--- src/sv/lfpg_pkg.sv ---
// Package for the LED flash pattern generator: op codes, sequencer phase codes,
// register indexes and duty scaling constants. No dependencies.
`default_nettype none

package lfpg_pkg;

    // Full-scale PWM duty; the computed duty is kept to its low 8 bits.
    localparam int unsigned MAX_DUTY = 255;
    // MAX_DUTY = 255 * DUTY_HI + DUTY_LO, so level*MAX_DUTY/255 splits into
    // level*DUTY_HI plus a small quotient level*DUTY_LO/255.
    localparam int unsigned DUTY_HI  = MAX_DUTY / 255;
    localparam int unsigned DUTY_LO  = MAX_DUTY % 255;
    localparam logic [15:0] MAX_DUTY_W = 16'(MAX_DUTY);
    localparam logic [8:0]  DUTY_HI_W  = 9'(DUTY_HI);
    localparam logic [7:0]  DUTY_LO_W  = 8'(DUTY_LO);

    // Operation codes carried in s_tuser.
    localparam logic [1:0] OP_FLASH = 2'd0;
    localparam logic [1:0] OP_ON    = 2'd1;
    localparam logic [1:0] OP_OFF   = 2'd2;
    localparam logic [1:0] OP_PWM   = 2'd3;

    // Flash sequencer phases.
    localparam logic [2:0] PH_IDLE      = 3'd0;
    localparam logic [2:0] PH_DELAY     = 3'd1;
    localparam logic [2:0] PH_PULSE_ON  = 3'd2;
    localparam logic [2:0] PH_ON_WAIT   = 3'd3;
    localparam logic [2:0] PH_PULSE_OFF = 3'd4;
    localparam logic [2:0] PH_OFF_WAIT  = 3'd5;
    localparam logic [2:0] PH_BURST_CHK = 3'd6;
    localparam logic [2:0] PH_PAUSE     = 3'd7;

    // Configuration register indexes (byte address = 4 * index).
    localparam logic [2:0] REG_ON_TIME     = 3'd0;
    localparam logic [2:0] REG_OFF_TIME    = 3'd1;
    localparam logic [2:0] REG_PAUSE_TIME  = 3'd2;
    localparam logic [2:0] REG_PULSES      = 3'd3;
    localparam logic [2:0] REG_START_DELAY = 3'd4;
    localparam logic [2:0] REG_FLASH_RAMP  = 3'd5;
    localparam logic [2:0] REG_FLASH_FLOOR = 3'd6;
    localparam logic [2:0] REG_INVERT      = 3'd7;

endpackage

`default_nettype wire

--- src/sv/led_flash_pattern_generator_top.sv ---
// Top level of the LED flash pattern generator: APB register file, flash
// sequencer, brightness ramps, duty scaling and output register. Uses lfpg_pkg.
//
// Usage:
//   Each transfer on the s_ channel is one service call. s_tuser holds the op
//   (flash step, full on, off step, set pwm level) and s_tdata holds the
//   millisecond and microsecond times, the pwm level and the off-ramp settings.
//   Every call yields exactly one result transfer on the m_ channel: the scaled,
//   optionally inverted duty in m_tdata and the pulse-on flag in m_tuser.
//   The whole update is done in the cycle the call is accepted, so the result
//   appears in the cycle after. One call is taken every cycle; the rate is set by
//   the single output register, which accepts a new call whenever it is empty
//   or its result is taken in the same cycle.
//   When the receiver stalls, the result holds in m_tdata/m_tuser and s_tready
//   drops until the result is taken, so nothing is lost or repeated.
//   Synchronous active-low reset clears the sequencer and ramp state, empties
//   the output register and loads the register defaults (one pulse per burst,
//   all other registers zero).
//   Registers must be written through the APB port while no call is in flight,
//   which the block itself does not check; pready is always high and a read returns the register value.
`default_nettype none

module led_flash_pattern_generator_top
    import lfpg_pkg::*;
(
    input  wire logic        aclk,
    input  wire logic        aresetn,
    // APB configuration port.
    input  wire logic        psel,
    input  wire logic        penable,
    input  wire logic        pwrite,
    input  wire logic [4:0]  paddr,
    input  wire logic [31:0] pwdata,
    output logic      [31:0] prdata,
    output logic             pready,
    // Service call input.
    input  wire logic        s_tvalid,
    output logic             s_tready,
    // s_tdata, low bit up: now_ms[31:0], now_us[63:32], pwm_level[71:64],
    // off_ramp_us[87:72], off_floor[95:88].
    input  wire logic [95:0] s_tdata,
    // s_tuser: op[1:0].
    input  wire logic [1:0]  s_tuser,
    // Result output.
    output logic             m_tvalid,
    input  wire logic        m_tready,
    // m_tdata: duty[7:0].
    output logic      [7:0]  m_tdata,
    // m_tuser: pulse_start[0].
    output logic      [0:0]  m_tuser
);

    // ------------------------------------------------------------------
    // Configuration registers.
    // ------------------------------------------------------------------
    logic [31:0] on_time_reg;
    logic [31:0] off_time_reg;
    logic [31:0] pause_time_reg;
    logic [7:0]  pulses_reg;
    logic [15:0] start_delay_reg;
    logic [15:0] flash_ramp_reg;
    logic [7:0]  flash_floor_reg;
    logic        invert_reg;

    logic        cfg_write;
    logic [2:0]  cfg_index;

    assign pready    = 1'b1;
    assign cfg_write = psel && penable && pwrite && pready;
    assign cfg_index = paddr[4:2];

    always_ff @(posedge aclk) begin
        if (!aresetn) begin
            on_time_reg     <= '0;
            off_time_reg    <= '0;
            pause_time_reg  <= '0;
            pulses_reg      <= 8'd1;
            start_delay_reg <= '0;
            flash_ramp_reg  <= '0;
            flash_floor_reg <= '0;
            invert_reg      <= 1'b0;
        end else if (cfg_write) begin
            case (cfg_index)
                REG_ON_TIME:     on_time_reg     <= pwdata;
                REG_OFF_TIME:    off_time_reg    <= pwdata;
                REG_PAUSE_TIME:  pause_time_reg  <= pwdata;
                REG_PULSES:      pulses_reg      <= pwdata[7:0];
                REG_START_DELAY: start_delay_reg <= pwdata[15:0];
                REG_FLASH_RAMP:  flash_ramp_reg  <= pwdata[15:0];
                REG_FLASH_FLOOR: flash_floor_reg <= pwdata[7:0];
                REG_INVERT:      invert_reg      <= pwdata[0];
                default: ;
            endcase
        end
    end

    always_comb begin
        case (cfg_index)
            REG_ON_TIME:     prdata = on_time_reg;
            REG_OFF_TIME:    prdata = off_time_reg;
            REG_PAUSE_TIME:  prdata = pause_time_reg;
            REG_PULSES:      prdata = {24'd0, pulses_reg};
            REG_START_DELAY: prdata = {16'd0, start_delay_reg};
            REG_FLASH_RAMP:  prdata = {16'd0, flash_ramp_reg};
            REG_FLASH_FLOOR: prdata = {24'd0, flash_floor_reg};
            REG_INVERT:      prdata = {31'd0, invert_reg};
            default:         prdata = '0;
        endcase
    end

    // ------------------------------------------------------------------
    // Input fields.
    // ------------------------------------------------------------------
    logic [1:0]  in_op;
    logic [31:0] in_now_ms;
    logic [31:0] in_now_us;
    logic [7:0]  in_pwm_level;
    logic [15:0] in_off_ramp_us;
    logic [7:0]  in_off_floor;

    assign in_op          = s_tuser;
    assign in_now_ms      = s_tdata[31:0];
    assign in_now_us      = s_tdata[63:32];
    assign in_pwm_level   = s_tdata[71:64];
    assign in_off_ramp_us = s_tdata[87:72];
    assign in_off_floor   = s_tdata[95:88];

    // ------------------------------------------------------------------
    // Handshake and output register.
    // ------------------------------------------------------------------
    logic       m_tvalid_reg;
    logic [7:0] duty_reg;
    logic       pulse_reg;
    logic       s_accept;

    assign s_tready = aresetn && (!m_tvalid_reg || m_tready);
    assign s_accept = s_tvalid && s_tready;
    assign m_tvalid = m_tvalid_reg;
    assign m_tdata  = duty_reg;
    assign m_tuser  = pulse_reg;

    // ------------------------------------------------------------------
    // Sequencer and ramp state.
    // ------------------------------------------------------------------
    logic [2:0]  phase_reg,        phase_next;
    logic [31:0] phase_mark_reg,   phase_mark_next;
    logic [7:0]  pulse_count_reg,  pulse_count_next;
    logic        ramping_up_reg,   ramping_up_next;
    logic        ramping_down_reg, ramping_down_next;
    logic        start_flag_reg,   start_flag_next;
    logic [7:0]  flash_level_reg,  flash_level_next;
    logic [31:0] flash_mark_reg,   flash_mark_next;
    logic [7:0]  off_level_reg,    off_level_next;
    logic [31:0] off_mark_reg,     off_mark_next;
    logic [7:0]  level;
    logic        pulse_out;

    always_comb begin
        logic [31:0] dt_ms;
        logic [31:0] dt_flash_us;
        logic [31:0] dt_off_us;

        dt_ms       = in_now_ms - phase_mark_reg;
        dt_flash_us = in_now_us - flash_mark_reg;
        dt_off_us   = in_now_us - off_mark_reg;

        phase_next        = phase_reg;
        phase_mark_next   = phase_mark_reg;
        pulse_count_next  = pulse_count_reg;
        ramping_up_next   = ramping_up_reg;
        ramping_down_next = ramping_down_reg;
        start_flag_next   = start_flag_reg;
        flash_level_next  = flash_level_reg;
        flash_mark_next   = flash_mark_reg;
        off_level_next    = off_level_reg;
        off_mark_next     = off_mark_reg;
        level             = '0;
        pulse_out         = 1'b0;

        if (in_op == OP_FLASH) begin
            // One sequencer step, then the flash ramp sees the updated flags.
            case (phase_reg)
                PH_IDLE: begin
                    phase_mark_next = in_now_ms;
                    phase_next      = PH_DELAY;
                end
                PH_DELAY: begin
                    if (dt_ms >= {16'd0, start_delay_reg}) phase_next = PH_PULSE_ON;
                end
                PH_PULSE_ON: begin
                    ramping_up_next   = 1'b1;
                    ramping_down_next = 1'b0;
                    pulse_count_next  = pulse_count_reg + 8'd1;
                    phase_mark_next   = in_now_ms;
                    phase_next        = PH_ON_WAIT;
                    start_flag_next   = 1'b1;
                end
                PH_ON_WAIT: begin
                    if (dt_ms >= on_time_reg) begin
                        phase_next      = PH_PULSE_OFF;
                        start_flag_next = 1'b0;
                    end
                end
                PH_PULSE_OFF: begin
                    ramping_down_next = 1'b1;
                    ramping_up_next   = 1'b0;
                    phase_mark_next   = in_now_ms;
                    phase_next        = PH_OFF_WAIT;
                end
                PH_OFF_WAIT: begin
                    if (dt_ms >= off_time_reg) phase_next = PH_BURST_CHK;
                end
                PH_BURST_CHK: begin
                    // A burst length of zero behaves like a single pulse.
                    if (pulse_count_reg >= pulses_reg) begin
                        pulse_count_next = '0;
                        phase_mark_next  = in_now_ms;
                        phase_next       = PH_PAUSE;
                    end else begin
                        phase_next = PH_PULSE_ON;
                    end
                end
                default: begin
                    if (dt_ms >= pause_time_reg) phase_next = PH_PULSE_ON;
                end
            endcase

            if (flash_ramp_reg != 16'd0) begin
                if (dt_flash_us >= {16'd0, flash_ramp_reg}) begin
                    flash_mark_next = in_now_us;
                    if (ramping_up_next && flash_level_next != 8'hFF) begin
                        flash_level_next = flash_level_next + 8'd1;
                    end
                    if (flash_level_next == 8'hFF || ramping_down_next) begin
                        ramping_up_next = 1'b0;
                    end
                    // Below the floor the level stays put while ramping down.
                    if (ramping_down_next && flash_level_next > flash_floor_reg) begin
                        flash_level_next = flash_level_next - 8'd1;
                    end
                    if (flash_level_next == flash_floor_reg) begin
                        ramping_down_next = 1'b0;
                    end
                end
            end else begin
                if (ramping_up_next) begin
                    flash_level_next = 8'hFF;
                    ramping_up_next  = 1'b0;
                end
                if (ramping_down_next) begin
                    flash_level_next  = flash_floor_reg;
                    ramping_down_next = 1'b0;
                end
            end

            level     = flash_level_next;
            pulse_out = start_flag_next;
        end else begin
            // Any other op restarts the sequencer; start_flag is left alone.
            phase_next       = PH_IDLE;
            pulse_count_next = '0;
            case (in_op)
                OP_ON: level = 8'hFF;
                OP_OFF: begin
                    if (in_off_ramp_us != 16'd0) begin
                        if (dt_off_us >= {16'd0, in_off_ramp_us}) begin
                            off_mark_next = in_now_us;
                            if (off_level_reg > in_off_floor) begin
                                off_level_next = off_level_reg - 8'd1;
                            end
                        end
                    end else begin
                        off_level_next = in_off_floor;
                    end
                    level = off_level_next;
                end
                default: level = in_pwm_level;
            endcase
        end
    end

    // ------------------------------------------------------------------
    // Duty scaling: level*MAX_DUTY/255, split as level*DUTY_HI plus
    // (level*DUTY_LO)/255; the small quotient uses the exact 16-bit form
    // y/255 = (y + (y >> 8) + 1) >> 8.
    // ------------------------------------------------------------------
    logic [15:0] lo_prod;
    logic [16:0] lo_sum;
    logic [7:0]  lo_quot;
    logic [16:0] hi_prod;
    logic [15:0] duty_raw;
    logic [15:0] duty_sel;

    assign lo_prod  = level * DUTY_LO_W;
    assign lo_sum   = {1'b0, lo_prod} + {9'd0, lo_prod[15:8]} + 17'd1;
    assign lo_quot  = lo_sum[15:8];
    assign hi_prod  = level * DUTY_HI_W;
    assign duty_raw = hi_prod[15:0] + {8'd0, lo_quot};
    assign duty_sel = invert_reg ? (MAX_DUTY_W - duty_raw) : duty_raw;

    always_ff @(posedge aclk) begin
        if (!aresetn) begin
            m_tvalid_reg     <= 1'b0;
            phase_reg        <= PH_IDLE;
            phase_mark_reg   <= '0;
            pulse_count_reg  <= '0;
            ramping_up_reg   <= 1'b0;
            ramping_down_reg <= 1'b0;
            start_flag_reg   <= 1'b0;
            flash_level_reg  <= '0;
            flash_mark_reg   <= '0;
            off_level_reg    <= '0;
            off_mark_reg     <= '0;
        end else begin
            if (s_accept) begin
                m_tvalid_reg     <= 1'b1;
                phase_reg        <= phase_next;
                phase_mark_reg   <= phase_mark_next;
                pulse_count_reg  <= pulse_count_next;
                ramping_up_reg   <= ramping_up_next;
                ramping_down_reg <= ramping_down_next;
                start_flag_reg   <= start_flag_next;
                flash_level_reg  <= flash_level_next;
                flash_mark_reg   <= flash_mark_next;
                off_level_reg    <= off_level_next;
                off_mark_reg     <= off_mark_next;
            end else if (m_tready) begin
                m_tvalid_reg <= 1'b0;
            end
        end
    end

    always_ff @(posedge aclk) begin
        if (s_accept) begin
            duty_reg  <= duty_sel[7:0];
            pulse_reg <= pulse_out;
        end
    end

    // ------------------------------------------------------------------
    // Assertions.
    // ------------------------------------------------------------------
    // Any op other than a flash step sends the sequencer back to idle.
    a_restart: assert property (@(posedge aclk) disable iff (!aresetn)
        s_accept && (s_tuser != OP_FLASH) |=> (phase_reg == PH_IDLE) && (pulse_count_reg == 8'd0))
        else $error("sequencer not restarted by a non-flash op");

    // Only a flash step can report a pulse-on result.
    a_pulse_flash_only: assert property (@(posedge aclk) disable iff (!aresetn)
        s_accept && (s_tuser != OP_FLASH) |=> m_tvalid && !m_tuser[0])
        else $error("pulse flag set on a non-flash result");

    // With instant switching, a flash step never leaves a ramp pending.
    a_instant_ramp: assert property (@(posedge aclk) disable iff (!aresetn)
        s_accept && (s_tuser == OP_FLASH) && (flash_ramp_reg == 16'd0) && !cfg_write
        |=> !ramping_up_reg && !ramping_down_reg)
        else $error("ramp flags left set with zero ramp period");

    // A result is never dropped: a new call is only taken if the old result leaves.
    a_no_overwrite: assert property (@(posedge aclk) disable iff (!aresetn)
        m_tvalid_reg && !m_tready |-> !s_accept)
        else $error("call accepted over a stalled result");

endmodule

`default_nettype wire
--- config.mk ---
export PLATFORM = sky130hd
export DESIGN_NAME = led_flash_pattern_generator_top
export DESIGN_NICKNAME = d
export VERILOG_FILES = /design/src/sv/lfpg_pkg.sv /design/src/sv/led_flash_pattern_generator_top.sv
export SDC_FILE = /design/constraint.sdc
export NUM_CORES = 1
export LEC_CHECK = 0
export ABC_AREA = 1
export BUFFER_PORTS_ARGS = -buffer_cell sky130_fd_sc_hd__buf_2
export CAP_MARGIN = 0
export CORE_AREA = 4 4 219 221
export CTS_CLUSTER_SIZE = 8
export DETAILED_ROUTE_END_ITERATION = 10
export DIE_AREA = 0 0 223 225
export PLACE_DENSITY_LB_ADDON = 0.05
export SYNTH_ARGS = -nofsm -noshare
export SYNTH_HDL_FRONTEND = slang
export SYNTH_SLANG_ARGS = --single-unit
--- constraint.sdc ---
create_clock -name aclk -period 6 [get_ports aclk]
set_clock_uncertainty 0.15 [all_clocks]
set_input_delay 1.2 -clock aclk [delete_from_list [all_inputs] [get_ports aclk]]
set_output_delay 1.2 -clock aclk [all_outputs]
set_load 0.05 [all_outputs]
Word-level counts from Yosys, hierarchy flattened
Cells that the tools add are included.
{"block": "word_totals", "register_bits": 281, "in_bits": 142, "out_inout_bits": 44, "elab_cells": 141}
{"block": "classes", "n_addsub": 8, "magnitude_cmp": 9, "eq_ne": 25, "n_mux": 45, "bitwise_logic": 1, "n_reduce_logical": 32}
{"operator": "32-bit one-hot mux with 8 select lines", "count": 1}
{"operator": "8-bit 2-to-1 mux", "count": 19}
{"operator": "32-bit by 16-bit >= comparator with 1-bit output", "count": 3}
{"operator": "32-bit >= comparator", "count": 3}
{"operator": "32-bit subtractor", "count": 3}
{"operator": "32-bit one-hot mux with 2 select lines", "count": 1}
{"operator": "32-bit 2-to-1 mux", "count": 1}
{"operator": "8-bit one-hot mux with 2 select lines", "count": 2}
{"operator": "16-bit nonzero test", "count": 2}
{"operator": "3-bit == test, second input constant", "count": 7}
{"operator": "3-bit one-hot mux with 7 select lines", "count": 1}
{"operator": "3-bit 2-to-1 mux", "count": 6}
{"operator": "2-bit AND reduction", "count": 9}
{"operator": "8-bit by 1-bit adder with 8-bit output, second input constant", "count": 2}
{"operator": "8-bit > comparator", "count": 2}
{"operator": "8-bit by 1-bit subtractor with 8-bit output, second input constant", "count": 2}
{"operator": "3-bit by 2-bit == test with 1-bit output, second input constant", "count": 4}
{"operator": "3-bit inequality test, second input constant", "count": 4}
{"operator": "1-bit 2-to-1 mux", "count": 11}
{"operator": "5-bit AND reduction", "count": 2}
{"operator": "9-bit by 1-bit inequality test with 1-bit output, second input constant", "count": 1}
{"operator": "8-bit == test", "count": 1}
{"operator": "8-bit == test, second input constant", "count": 1}
{"operator": "8-bit >= comparator", "count": 1}
{"operator": "18 further kinds", "count": 31}

Longest topological paths before layout
{"block": "logic_depth", "word_depth": 19, "mapped_depth": 32, "mapped_depth_nobuf": 32}

Least setup slack after synthesis
Ideal clock, no wire load.
{"block": "synth_path", "kind": "input to register", "start": "in s_tdata[32]", "end": "reg duty_reg[6], in the netlist m_tdata[6] (data pin)", "setup_time_ns": 0.253, "arrival_ns": 4.242, "required_ns": 5.597, "path_slack_ns": 1.354, "cell_stages": 32, "path_buffers": 0, "path_cell_list": "inv_1 -> ha_1 -> inv_1 -> fa_1 -> nand3_1 -> nand3_1 -> nand2_1 -> nand2_1 -> nand3_1 -> nand2_1 -> xor2_1 -> ha_1 -> nand2_1 -> nor2_1 -> a211oi_1 -> nand2_1 -> nor2_1 -> nand2_1 -> nor2_1 -> nand2_1 -> nor2_2 -> nand2_4 -> nand2_1 -> nand2_1 -> nand2_1 -> nand2_1 -> nand2_1 -> nand2_1 -> nand2_1 -> nand2_1 -> nand2_1 -> nand2_1"}
{"block": "synth_via", "elab_chain_cells": 8, "elab_cells_between_ends": 12, "cone_classes": "add/sub: 3; order compare: 2; mux: 7"}
{"item": "start, declared", "line": "led_flash_pattern_generator_top.sv:41", "rtl": "input wire logic [95:0] s_tdata,"}
{"item": "32-bit subtractor", "line": "led_flash_pattern_generator_top.sv:165", "rtl": "dt_off_us = in_now_us - off_mark_reg;"}
{"item": "32-bit by 16-bit >= comparator with 1-bit output", "line": "led_flash_pattern_generator_top.sv:266", "rtl": "if (dt_off_us >= {16'd0, in_off_ramp_us}) begin"}
{"item": "8-bit 2-to-1 mux", "line": "led_flash_pattern_generator_top.sv:266"}
{"item": "8-bit 2-to-1 mux", "line": "led_flash_pattern_generator_top.sv:265", "rtl": "if (in_off_ramp_us != 16'd0) begin"}
{"item": "8-bit one-hot mux with 2 select lines", "line": "led_flash_pattern_generator_top.sv:262", "rtl": "case (in_op)"}
{"item": "8-bit 2-to-1 mux (*)", "line": "led_flash_pattern_generator_top.sv:180", "rtl": "if (in_op == OP_FLASH) begin"}
{"item": "8-bit subtractor", "line": "led_flash_pattern_generator_top.sv:299", "rtl": "assign duty_sel = invert_reg ? (MAX_DUTY_W - duty_raw) : duty_raw;"}
{"item": "8-bit 2-to-1 mux (*)", "line": "led_flash_pattern_generator_top.sv:299"}
{"item": "net duty_sel[6]", "line": "led_flash_pattern_generator_top.sv:292", "rtl": "logic [15:0] duty_sel;"}
{"item": "end signal, assigned", "line": "led_flash_pattern_generator_top.sv:335", "rtl": "duty_reg <= duty_sel[7:0];"}
{"item": "end, declared", "line": "led_flash_pattern_generator_top.sv:132", "rtl": "logic [7:0] duty_reg;"}
Mark *: on every way through the listed nets, which the timed path passes. The rest lies on a longest branch.
A chain may end at the register's enable or synchronous reset.

Final worst setup path
{"block": "layout_path", "start": "in s_tdata[32]", "end": "reg flash_mark_reg[0]"}
{"block": "layout_via", "elab_chain_cells": 3}
{"item": "32-bit subtractor", "line": "led_flash_pattern_generator_top.sv:164", "rtl": "dt_flash_us = in_now_us - flash_mark_reg;"}
{"item": "32-bit by 16-bit >= comparator with 1-bit output", "line": "led_flash_pattern_generator_top.sv:229", "rtl": "if (dt_flash_us >= {16'd0, flash_ramp_reg}) begin"}
{"item": "4-bit AND reduction (no line)"}
{"item": "end signal, assigned", "line": "led_flash_pattern_generator_top.sv:324", "rtl": "flash_mark_reg <= flash_mark_next;"}
{"item": "end, declared", "line": "led_flash_pattern_generator_top.sv:152", "rtl": "logic [31:0] flash_mark_reg, flash_mark_next;"}
Parallel ways exist; a longest one is shown, timed or not.

==> flow_summary.ini <==
[run_status]
outcome = completed

[worst_setup_path]
crit_path_frequent_cell = nand2_1
crit_path_max_fanout = 62
max_stage_delay_ns = 0.58
worstReg2RegStart = off_mark_reg[5]$_SDFFE_PN0P_
timing.critical_path.from = s_tdata[32]
critical_path.endpoint_type = flip-flop
reg2regPathDepth = 28
path_cells = buf_2 > inv_1 > ha_1 > inv_1 > fa_1 > nand3_1 > nand2_2 > nand2_1 > nand2_1 > nand2_1 > nand2_1 > xor2_1 > ha_1 > nand2_1 > o21ai_0 > a221oi_2 > nand3_4 > nand2_2 > buf_4 > inv_1 > o21ai_0 > a21oi_1
timing.rr.end = m_tdata[6]$_DFFE_PP_
worst_path_max_delay_cell = a221oi_2
timing.reg2reg.setup_slack_ns = 1.62
critical_path_class = input pin to flip-flop
timing.critical_path.required_ns = 6.30
worstSetupStartpointType = input pin
cp_data_arrival_time_ns = 5.20

[power]
power.share.sequential = 0.342
power.static_leakage_nw = 11.7
power_frac_comb = 0.276
internal_power_mw = 3.73
power_density_over_cell_area_nw_per_um2 = 224
clockPowerShare = 0.382
sw_ratio = 0.342
peakVddDrop_uv = 226
switchingPower_mw = 1.94

[drt]
first_pass_iters = 8
via_count = 23300
antenna_left = 0
drt_iter0_drc = 1564
drt_drc_violations_left = 0
totalWireLength_um = 71800
via_per_inst = 5.43
drt-wirelength-per-cell_um = 16.7

[place]
total_of_buffers_placed_on_input_and_output_ports = 182
place_hpwl_um = 56800
globalplace.congestion = 0.980
dpl_worst_slack_ns = 0.567
placement.cell_area_um2 = 24200

[hold_path]
timing.hold.worst.class = flip-flop to flip-flop
worst_hold_path.num_cells = 2
timing.hold.worst.start = flash_mark_reg[24]$_SDFFE_PN0P_
whs_endpoint = flash_mark_reg[24]$_SDFFE_PN0P_

[logic_synthesis]
synth.distinct_cells = 56
synth_sequential_area_ratio = 0.252
ys_ff_latch = 281
postSynthCellCount = 3516
synth.net_count = 3927
ys_dominant_reg_cell = dfxtp_1
netlist.area_leader.share = 0.240
post-synth-top-area-cell = dfxtp_1
mappedNetlistArea_um2 = 22700
ys_top_cells_by_area = dfxtp_1, ha_1, nand2_1
postSynth.asyncResetShare = 0
postSynthAreaPerCell_um2 = 6.46
synth.yosys.warnings = 0
synth_edf_count = 9

[floorplan]
floorplan.rows = 79
io_pins = 186
core_area_um2 = 46200
floorplan.initialDensity = 0.492
floorplan.die.height_um = 225
design.die.area_um2 = 50200
die_x_extent_um = 223

[timing]
timing.final.crit_share = 0.816
fin_crit_period_ns = 4.90
report.final.hold_viol_count = 0
setup_violators_final = 0
setup_tns_ns = 0
fmax_mhz = 204
worst_slew_pin_slew_ns = 1.02
final-max-slew-violation-count = 0
rsz0062_at_grt = false
hold_slack_ns = 0.304
fin_ws_ns = 1.10
slew_headroom = 0.313

[layout]
synthToLayoutAreaGrowth_pct = 11.7
post-route-util = 0.549
final_cell_mix = nand2_1, inv_1, a21oi_1
final_net_count = 4084
stdcell_area_um2 = 25300
post_route_cells_drive_above_1_share = 0.0817
mostFrequentLayoutCell = nand2_1

[global_route]
via_count_of_the_first_global_routing_pass = 22100
leftover_overflow_at_the_end_of_global_routing = 0
grt_pass1_wl_um = 113000
groute.usage.overall = 0.275
number_of_antenna_violations_at_the_first_check_in_global_routing = 3
grt_start_max_net_pins = 120

[cts]
tritoncts = yes
cts_resized = 0
clock_tree.root_cell = clkbuf_16
cts_num_sinks = 281
tritoncts.num_buffers = 42
post_cts_buffers = 0
cts-htree-levels = 2
clk_lat_worst_skew_ns = 0.60
ctsLongestPathBuffers = 3
path_clk_slew_ns = 0.05
cts.hold.buffers_added = 0

[flow_run]
max_cap_viols = 0
[critical path, delay by kind of cell]
family,cells,cell delay [ns]
AOI/OAI and AO/OA,4,0.93
buffers and inverters,5,0.86
xor gates and xnor gates,1,0.29
adders and majority gates,3,0.91
and+or+nand+nor,9,0.98
[metal layers]
layer	global-route usage	vias up	wire (um)
li1	-	11900	-
met1	0.333	10600	30200
met5	0	-	0
met3	0.0327	125	3560
met4	0.107	0	2640
met2	0.498	645	35400
[metrics by stage]
| stage | std cells | total power, mW |
|---|---|---|
| 2_1_floorplan | 3516 | 3.04 |
| 3_3_place_gp | 4236 | 3.49 |
| 3_5_place_dp | 4236 | 3.53 |
| 4_1_cts | 4291 | 5.72 |
| 5_1_grt | 4292 | 6.01 |
| 6_report | 4295 | 5.67 |
[cell usage after synthesis, types with 17 or more instances]
cell,n
nor2_1,226
nand4_1,50
o21ai_0,334
a21oi_1,444
inv_1,580
nor3_1,60
o22ai_1,22
nand3_1,148
ha_1,266
dfxtp_1,272
nand2_1,770
nand3b_1,17
xor2_1,62
clkbuf_1,77
o221ai_1,21
[cells by family after synthesis]
logic type / after synthesis / share of synthesized area
fa+ha+maj: 269 / 0.149
buf+inv: 684 / 0.115
xor+xnor: 72 / 0.0281
flops: 281 / 0.252
other cells: 1 / 0.000165
compound gates: 892 / 0.210
simple gates: 1317 / 0.245
[how the worst max path moves through the flow]
stage                                                end  slack, ns  depth (start not counted)
after global placement    flash_mark_reg[0]$_SDFFE_PN0P_       0.59                         24
after detailed placement  flash_mark_reg[0]$_SDFFE_PN0P_       0.57                         22
after CTS                 flash_mark_reg[0]$_SDFFE_PN0P_       1.14                         22
after global routing      flash_mark_reg[0]$_SDFFE_PN0P_       0.69                         24
after floorplan                     m_tdata[6]$_DFFE_PP_       1.35                         32
final                     flash_mark_reg[0]$_SDFFE_PN0P_       1.10                         22
[power by group through the flow]
stage                     registers [mW]  logic [mW]  clock network (mW)
final                               1.94        1.56                2.17
after global routing                1.94        1.78                2.29
after CTS                           1.94        1.56                2.22
after detailed placement            1.98        1.55                   0
after global placement              1.98        1.51                   0
after floorplan                     1.99        1.06                   0
[layout make-up]
| cell class | count | area (um^2) |
|---|---|---|
| antenna | 4 | 10.0 |
| fill | 4655 | 20800 |
| multi-input combinational | 2551 | 14400 |
| timing repair buffer | 207 | 1100 |
| tap | 607 | 759 |
| inverter | 590 | 2210 |
| clock inverter | 6 | 72.6 |
| sequential | 281 | 5720 |
| clock buffer | 49 | 1090 |
Note: power is estimated with default switching activity, not from simulation.
